<file path="src/sv/bptc_pkg.sv">
// Shared types, constants and arithmetic helpers for the barometric
// temperature and pressure compensation pipeline. No dependencies.
package bptc_pkg;

  // fine temperature always lies well inside +-2^25
  localparam int unsigned FINE_W     = 26;
  // divisor magnitude width (divisor is a 64-bit value shifted right by 33)
  localparam int unsigned DIV_W      = 31;
  // one quotient bit per divider stage
  localparam int unsigned DIV_STAGES = 64;

  localparam logic signed [27:0] FINE_OFFSET = 28'sd128000;
  localparam logic [20:0]        PRESS_BASE  = 21'd1048576;
  localparam logic signed [16:0] PRESS_SCALE = 17'sd3125;
  localparam logic [63:0]        VAR1_BIAS   = 64'd1 << 47;
  localparam logic [63:0]        PRESS_MAX   = 64'd16777215;

  // configuration register indexes
  typedef enum logic [1:0] {
    CFG_TEMP_COEFFS  = 2'd0,
    CFG_PRESS_LOW    = 2'd1,
    CFG_PRESS_HIGH   = 2'd2,
    CFG_PRESS_NINE   = 2'd3
  } cfg_idx_e;

  // input beat
  typedef struct packed {
    logic [19:0] raw_temp;
    logic [19:0] raw_press;
  } in_t;

  // result beat
  typedef struct packed {
    logic signed [23:0] temp_centi;
    logic [23:0]        press_pa;
    logic               press_invalid;
  } out_t;

  // unpacked calibration words
  typedef struct packed {
    logic [15:0] t1;
    logic [15:0] t2;
    logic [15:0] t3;
    logic [15:0] p1;
    logic [15:0] p2;
    logic [15:0] p3;
    logic [15:0] p4;
    logic [15:0] p5;
    logic [15:0] p6;
    logic [15:0] p7;
    logic [15:0] p8;
    logic [15:0] p9;
  } coef_t;

  // per-item sideband that rides along the pipeline
  typedef struct packed {
    logic               inv;
    logic signed [23:0] tc;
  } side_t;

  // arithmetic shift right of a 64-bit two's complement word
  function automatic logic [63:0] asr64(input logic [63:0] x, input int unsigned n);
    logic signed [63:0] xs;
    xs = $signed(x);
    return 64'(xs >>> n);
  endfunction

  // low 64 bits of x times a signed 17-bit factor, as two narrow partial products
  function automatic logic [63:0] mul64x17(input logic [63:0] x,
                                           input logic signed [16:0] y);
    logic signed [49:0] lo;
    logic signed [49:0] hi;
    lo = $signed({1'b0, x[31:0]}) * y;
    hi = $signed({1'b0, x[63:32]}) * y;
    return {{14{lo[49]}}, lo} + {hi[31:0], 32'd0};
  endfunction

  // 16-bit signed coefficient widened to 17 bits
  function automatic logic signed [16:0] sx17(input logic [15:0] c);
    return $signed({c[15], c});
  endfunction

endpackage

</file>
<file path="src/sv/bptc_temp.sv">
// Fine temperature and centi-degree temperature, three register stages.
// Depends on bptc_pkg.
module bptc_temp import bptc_pkg::*; (
  input  logic                     clk_i,
  input  logic                     rst_ni,
  input  logic                     vld_i,
  input  in_t                      item_i,
  input  coef_t                    coef_i,
  output logic                     vld_o,
  output side_t                    side_o,
  output logic signed [FINE_W-1:0] fine_o,
  output logic [19:0]              raw_press_o
);

  logic [2:0]         vld_q, vld_d;
  logic [19:0]        rp_q [3];

  logic signed [19:0] ta;
  logic signed [18:0] tb;
  logic signed [35:0] pa_d, pa_q;
  logic signed [37:0] sq_d, sq_q;

  logic signed [24:0] a_d, a_q;
  logic signed [25:0] sqs;
  logic signed [41:0] pb_d, pb_q;

  logic signed [FINE_W-1:0] fine_d, fine_q;
  logic signed [29:0]       m;
  logic signed [21:0]       sh;
  side_t                    side_d, side_q;

  // stage 1: the two first products
  always_comb begin
    ta   = $signed({3'b0, item_i.raw_temp[19:3]}) - $signed({3'b0, coef_i.t1, 1'b0});
    tb   = $signed({3'b0, item_i.raw_temp[19:4]}) - $signed({3'b0, coef_i.t1});
    pa_d = ta * $signed(coef_i.t2);
    sq_d = tb * tb;
  end

  // stage 2: scale and multiply by t3
  always_comb begin
    a_d  = 25'(pa_q >>> 11);
    sqs  = 26'(sq_q >>> 12);
    pb_d = sqs * $signed(coef_i.t3);
  end

  // stage 3: fine temperature and rounding to 0.01 degC
  // the 22-bit quotient always fits the 24-bit output, so no clamp is needed
  always_comb begin
    fine_d     = FINE_W'(a_q) + FINE_W'(pb_q >>> 14);
    m          = (30'(fine_d) * 30'sd5) + 30'sd128;
    sh         = 22'(m >>> 8);
    side_d.inv = 1'b0;
    side_d.tc  = 24'(sh);
  end

  // valid bits
  assign vld_d = {vld_q[1:0], vld_i};
  always_ff @(posedge clk_i or negedge rst_ni) begin
    if (!rst_ni) begin
      vld_q <= '0;
    end else begin
      vld_q <= vld_d;
    end
  end

  // payload
  always_ff @(posedge clk_i) begin
    pa_q   <= pa_d;
    sq_q   <= sq_d;
    a_q    <= a_d;
    pb_q   <= pb_d;
    fine_q <= fine_d;
    side_q <= side_d;
    rp_q[0] <= item_i.raw_press;
    rp_q[1] <= rp_q[0];
    rp_q[2] <= rp_q[1];
  end

  assign vld_o       = vld_q[2];
  assign side_o      = side_q;
  assign fine_o      = fine_q;
  assign raw_press_o = rp_q[2];

endmodule

</file>
<file path="config.mk">
export PLATFORM = sky130hd
export DESIGN_NAME = bptc_temp
export DESIGN_NICKNAME = d
export VERILOG_FILES = /design/src/sv/bptc_pkg.sv /design/src/sv/bptc_temp.sv
export SDC_FILE = /design/constraint.sdc
export NUM_CORES = 2
export LEC_CHECK = 0
export BUFFER_PORTS_ARGS = -buffer_cell sky130_fd_sc_hd__buf_2
export CORE_UTILIZATION = 55
export DETAILED_ROUTE_END_ITERATION = 16
export PLACE_DENSITY = 0.86
export SYNTH_ARGS = -nofsm -noshare
export SYNTH_HDL_FRONTEND = slang
export SYNTH_SLANG_ARGS = --single-unit
</file>
<file path="constraint.sdc">
create_clock -name clk_i -period 6.64 [get_ports clk_i]
set_input_delay 0.332 -clock clk_i [delete_from_list [all_inputs] [get_ports clk_i]]
set_output_delay 0.332 -clock clk_i [all_outputs]
set_load 0.02 [all_outputs]
</file>
## Word level (Yosys, flattened, before mapping)

Memory sizes are Yosys's and may differ from the RTL's.
Index checks and enable logic that the tools add are counted.
Widths: inputs -> output; s select.

- Bits in registers: 180
- Memory bits (writable): 60
- Input bits: 235
- Output and inout port bits: 72
- Logic and storage cells: 16
- Memories: 1

Memory list:

| memory | words | bits a word | rd ports | clocked after memory_dff | wr ports | line | RTL |
|---|---|---|---|---|---|---|---|
| rp_q | 3 | 20 | 3 | 0 | 3 | bptc_temp.sv:16 | `logic [19:0] rp_q [3];` |

- Add/subtract/negate cells: 4
- Multipliers: 4

Operator list:

| operator | number |
|---|---|
| $mul 22x16->38 | 1 |
| $mul 17x17->34 | 1 |
| $mul 18x16->34 | 1 |
| $add 30x9->30 const B | 1 |
| $mul 26x4->30 const B | 1 |
| $add 23x24->25 | 1 |
| $sub 17x17->18 | 1 |
| $sub 16x16->17 | 1 |

## Depth between registers and ports, before layout

- Depth after elaboration: 3
- Depth in mapped cells: 35
- Mapped depth without buffers: 35

## Least setup slack after synthesis

Ideal clock, no wire load.

- Kind: input to register
- Start: input item_i[24] in the netlist's numbering
- End: register sq_q[32]
- Library setup time: 0.106 ns
- Data arrival time: 8.070 ns
- Required time: 6.534 ns
- Slack: -1.536 ns
- Cell stages on the path: 30
- Buffers on the path: 1
- Cell sequence: inv_1 ha_1 inv_1 fa_1 a21oi_1 o211ai_1 nand3_1 nand3_1 a31oi_1 o21ai_0 a31oi_2 inv_1 clkbuf_1 nor2_1 fa_1 fa_1 fa_1 fa_1 fa_1 inv_1 fa_1 inv_1 ha_1 and3_1 nor4b_1 a2111oi_0 o21ai_1 a41oi_1 or4bb_1 o311ai_0

- Cells in the longest elaborated chain, start to end: 2

Ends and longest elaborated chain:

| item | line | RTL |
|---|---|---|
| start, declared | bptc_temp.sv:7 | `input in_t item_i,` |
| $sub 16x16->17 | bptc_temp.sv:35 | `tb = $signed({3'b0, item_i.raw_temp[19:4]}) - $signed({3'b0, coef_i.t1});` |
| $mul 17x17->34 | bptc_temp.sv:37 | `sq_d = tb * tb;` |
| named net sq_d[32] | bptc_temp.sv:21 | `logic signed [37:0] sq_d, sq_q;` |
| end signal, assigned | bptc_temp.sv:70 | `sq_q <= sq_d;` |
| end, declared | bptc_temp.sv:21 |  |

The timed path passes the listed nets, and every way through them passes these cells.

## Worst setup path after layout

- Start: input coef_i[177] in the netlist's numbering
- End: register pa_q[33] (netlist name)

- Cells in the longest elaborated chain, start to end: 2

Ends and longest elaborated chain:

| item | line | RTL |
|---|---|---|
| start, declared | bptc_temp.sv:8 | `input coef_t coef_i,` |
| $sub 17x17->18 | bptc_temp.sv:34 | `ta = $signed({3'b0, item_i.raw_temp[19:3]}) - $signed({3'b0, coef_i.t1, 1'b0});` |
| $mul 18x16->34 | bptc_temp.sv:36 | `pa_d = ta * $signed(coef_i.t2);` |
| named net pa_d[33] | bptc_temp.sv:20 | `logic signed [35:0] pa_d, pa_q;` |

The timed path passes the listed nets, and every way through them passes these cells.

==> metrics.md <==
| Metric | Value |
|---|---|
| Vias in the first global route | 33,400 |
| Starting Density | 0.558 |
| Final setup fails | 37 |
| CTS Buf Count | 20 |
| Skew final | 0.0166 ns |
| Die Area | ~72,000 sq um |
| Type of the worst min-delay path | primary input to async pin |
| Pre-antenna DRT Iters | 6 |
| Max_cap viols | 0 |
| Crit Path Category | primary input to register |
| Synthesized Nets | around 5,600 |
| Routed length per instance | between 15 and 20 um |
| Final nets | 6,127 |
| Total routed wirelength | between 100,000 and 150,000 um |
| Worst-Margin Slew | 0.844 ns |
| Worst reg2reg startpoint | sq_q[19] |
| Die Width | approximately 270 um |
| Post-synth top flop | dfxtp_1 |
| Unrepaired setup endpoints after global routing | yes |
| DRT iter0 DRCs | 2,027 |
| GRT Total Usage | 0.290 |
| Vias per inst | ~5.3 |
| DP HPWL | a little over 80,000 um |
| Fin crit share | 1.14 |
| H-Tree Depth | 1 |
| Synth area leaders | fa_1 (46%), ha_1 (12%), dfxtp_1 (10%), inv_1 (10%), nand2_1 (4.5%) |
| Layout cells sized above 1 | 0.198 |
| Pins Over Slew Limit | 0 |
| Synthesized area per cell | around 9.6 sq um |
| Setup total negative slack | -20.40 ns |
| Initial antenna violation count | 1 |
| EDFF count, synth | 0 |
| Final WS setup | -0.899 ns |
| Crit path largest cell delay | slightly below 0.6 ns |
| Via Count | 29,800 |
| Synthesized flop and latch total | 202 |
| Most frequent CP cell | fa_1 |
| CTS tree | built |
| Fmax | around 130 MHz |
| Seq/Total Area, Yosys | 0.103 |
| Mapped cell area | between 30,000 and 40,000 sq um |
| CP required | 7.11 ns |
| Status | complete, but fails checks |
| Most common cell in the netlist | inv_1 |
| CP endpoint kind | register |
| Share of the synthesized area in the top cell type | 0.461 |
| Final RePlAce weighted congestion | 0.959 |
| DRC Markers | 0 |
| Crit path launch type | primary input |
| Worst EP arrival | about 8 ns |
| Grt ovf | 0 |
| Max clock buf depth | 3 |
| Most frequent cells after synthesis | inv_1 (1,042), fa_1 (903), nand2_1 (472), ha_1 (361), and2_1 (252) |
| # diodes | 0 |
| Clk Latency, worst-skew pair | about 0.54 ns |
| Post-Syn Instances | around 4,000 |
| Post-layout minimum cycle time | approximately 7.5 ns |
| Clk slew on worst S/H paths | 0.06 ns |
| Die Y | ~270 um |
| Worst-case reg-to-reg path depth | 23 |
| Area growth syn-to-layout | 19.0% |
| FF-to-FF setup slack | 0.15 ns |
| Largest net degree at the start of global routing | 23 |
| Clock sinks | 202 |
| Crit-path slowest cell | fa_1 |
| DRT antenna net count | 0 |
| Slew headroom | 0.437 |
| Count of standard-cell rows | between 90 and 100 |
| Leading area contributor after synthesis | fa_1 |
| FF-to-FF End | pb_q[30] |
| # port buffers | ~160 |
| First-pass GRT wire length | ~170,000 um |
| Violated checks | setup timing |
| Yosys warns | 0 |
| WHS | 0.160 ns |
| Final hold vios | 0 |
| Ports | slightly above 300 |
| Netlist cell types | 83 |
| Post-synth ARST share | 0.0149 |
| CORE AREA | around 70,000 sq um |
| Worst-path maximum fanout | 4 |
| CTS root buffer | clkbuf_16 |
## flip-flops by register name, summed over array words and instances (netlist names)
name    count
sq_q       22
vld_q       3
rp_q       60
side_o     22
fine_o     25
pa_q       23
a_q        23
pb_q       24
## layout by cell type, fill, tap and decap left out, types with 9 or more instances in the layout
cell type,Yosys,layout
a21o_1,31,31
a21oi_1,63,45
a21oi_2,2,17
a31oi_1,12,10
and2_1,252,243
and2_4,0,10
buf_12,0,16
buf_2,1,156
buf_4,24,413
buf_6,0,46
clkbuf_16,0,21
dfxtp_1,199,191
dlygate4sd3_1,0,22
fa_1,903,877
fa_2,0,26
ha_1,361,338
ha_4,0,19
inv_1,1042,1008
inv_2,2,35
nand2_1,472,452
nand2_2,0,15
nand2b_1,43,43
nand3_1,23,18
nor2_1,141,112
nor2_2,0,17
nor2_4,0,12
nor2b_1,25,22
nor3_1,22,18
o21a_1,30,29
o21ai_0,41,30
o21bai_1,9,9
xnor2_1,94,82
xor2_1,44,39
## layer usage
| metal | vias to the layer above | wire length [um] | global-route usage |
|---|---|---|---|
| li1 | 13100 | - | - |
| met5 | - | 17 | 0 |
| met1 | 14900 | 37400 | 0.341 |
| met4 | 2 | 5660 | 0.137 |
| met3 | 402 | 8080 | 0.0469 |
| met2 | 1419 | 52300 | 0.518 |
## worst max-delay path: cells and delay by family
| family | cells | cell delay (ns) |
|---|---|---|
| simple gates | 3 | 0.63 |
| compound gates | 12 | 2.39 |
| buf+inv | 7 | 0.88 |
| fa+ha+maj | 8 | 3.45 |
| xor+xnor | 2 | 0.33 |
## kinds of logic after synthesis
group | count (synthesis) | share of synthesized area
compound gates | 271 | 0.0481
xor+xnor | 139 | 0.0312
flops | 202 | 0.103
buf+inv | 1196 | 0.117
mux | 3 | 0.000797
fa+ha+maj | 1264 | 0.576
other cells | 1 | 0.0000956
simple gates | 1021 | 0.123
## timing repair
action                                  4_1_cts  5_1_grt
hold buffers                                 22        0
hold endpoints to repair                     24        0
endpoints found under the setup margin       37       57
gates resized for setup                     154      115
pin swaps                                   104      105
cloned                                        0        1
setup buffers                                57       25
## metrics by stage
step	std cells	setup WS (ns)	instance area (sq um)	utilization
2_1_floorplan	4097	-0.892	39600	-
3_3_place_gp	5461	-1.13	44200	0.628
3_5_place_dp	5461	-1.46	44200	0.628
4_1_cts	5565	-0.612	46100	0.656
5_1_grt	5581	-1.03	46700	0.664
6_report	5581	-0.899	46700	0.664
## how the worst max path moves through the flow
stage	from	to	depth (start not counted)	slack [ns]
after floorplan	coef_i[177]	pa_q[33]	33	-0.89
after global placement	item_i[24]	sq_q[32]	32	-1.13
after detailed placement	item_i[24]	sq_q[32]	32	-1.46
after CTS	coef_i[177]	sq_q[32]	34	-0.61
after global routing	coef_i[177]	pa_q[33]	36	-1.03
final	coef_i[177]	pa_q[33]	32	-0.90
## area by class of cell
type	count	area (sq um)
multi-input cells	2699	31800
fillers	4792	23600
repair buffers	657	5010
flip-flops and latches	202	4070
inverters	1048	3950
well taps	940	1180
clock buffers	27	567
clock inverters	8	110
Power is not shown: default switching activity piles up to over one toggle a cycle in this logic, so the estimate is an artifact.
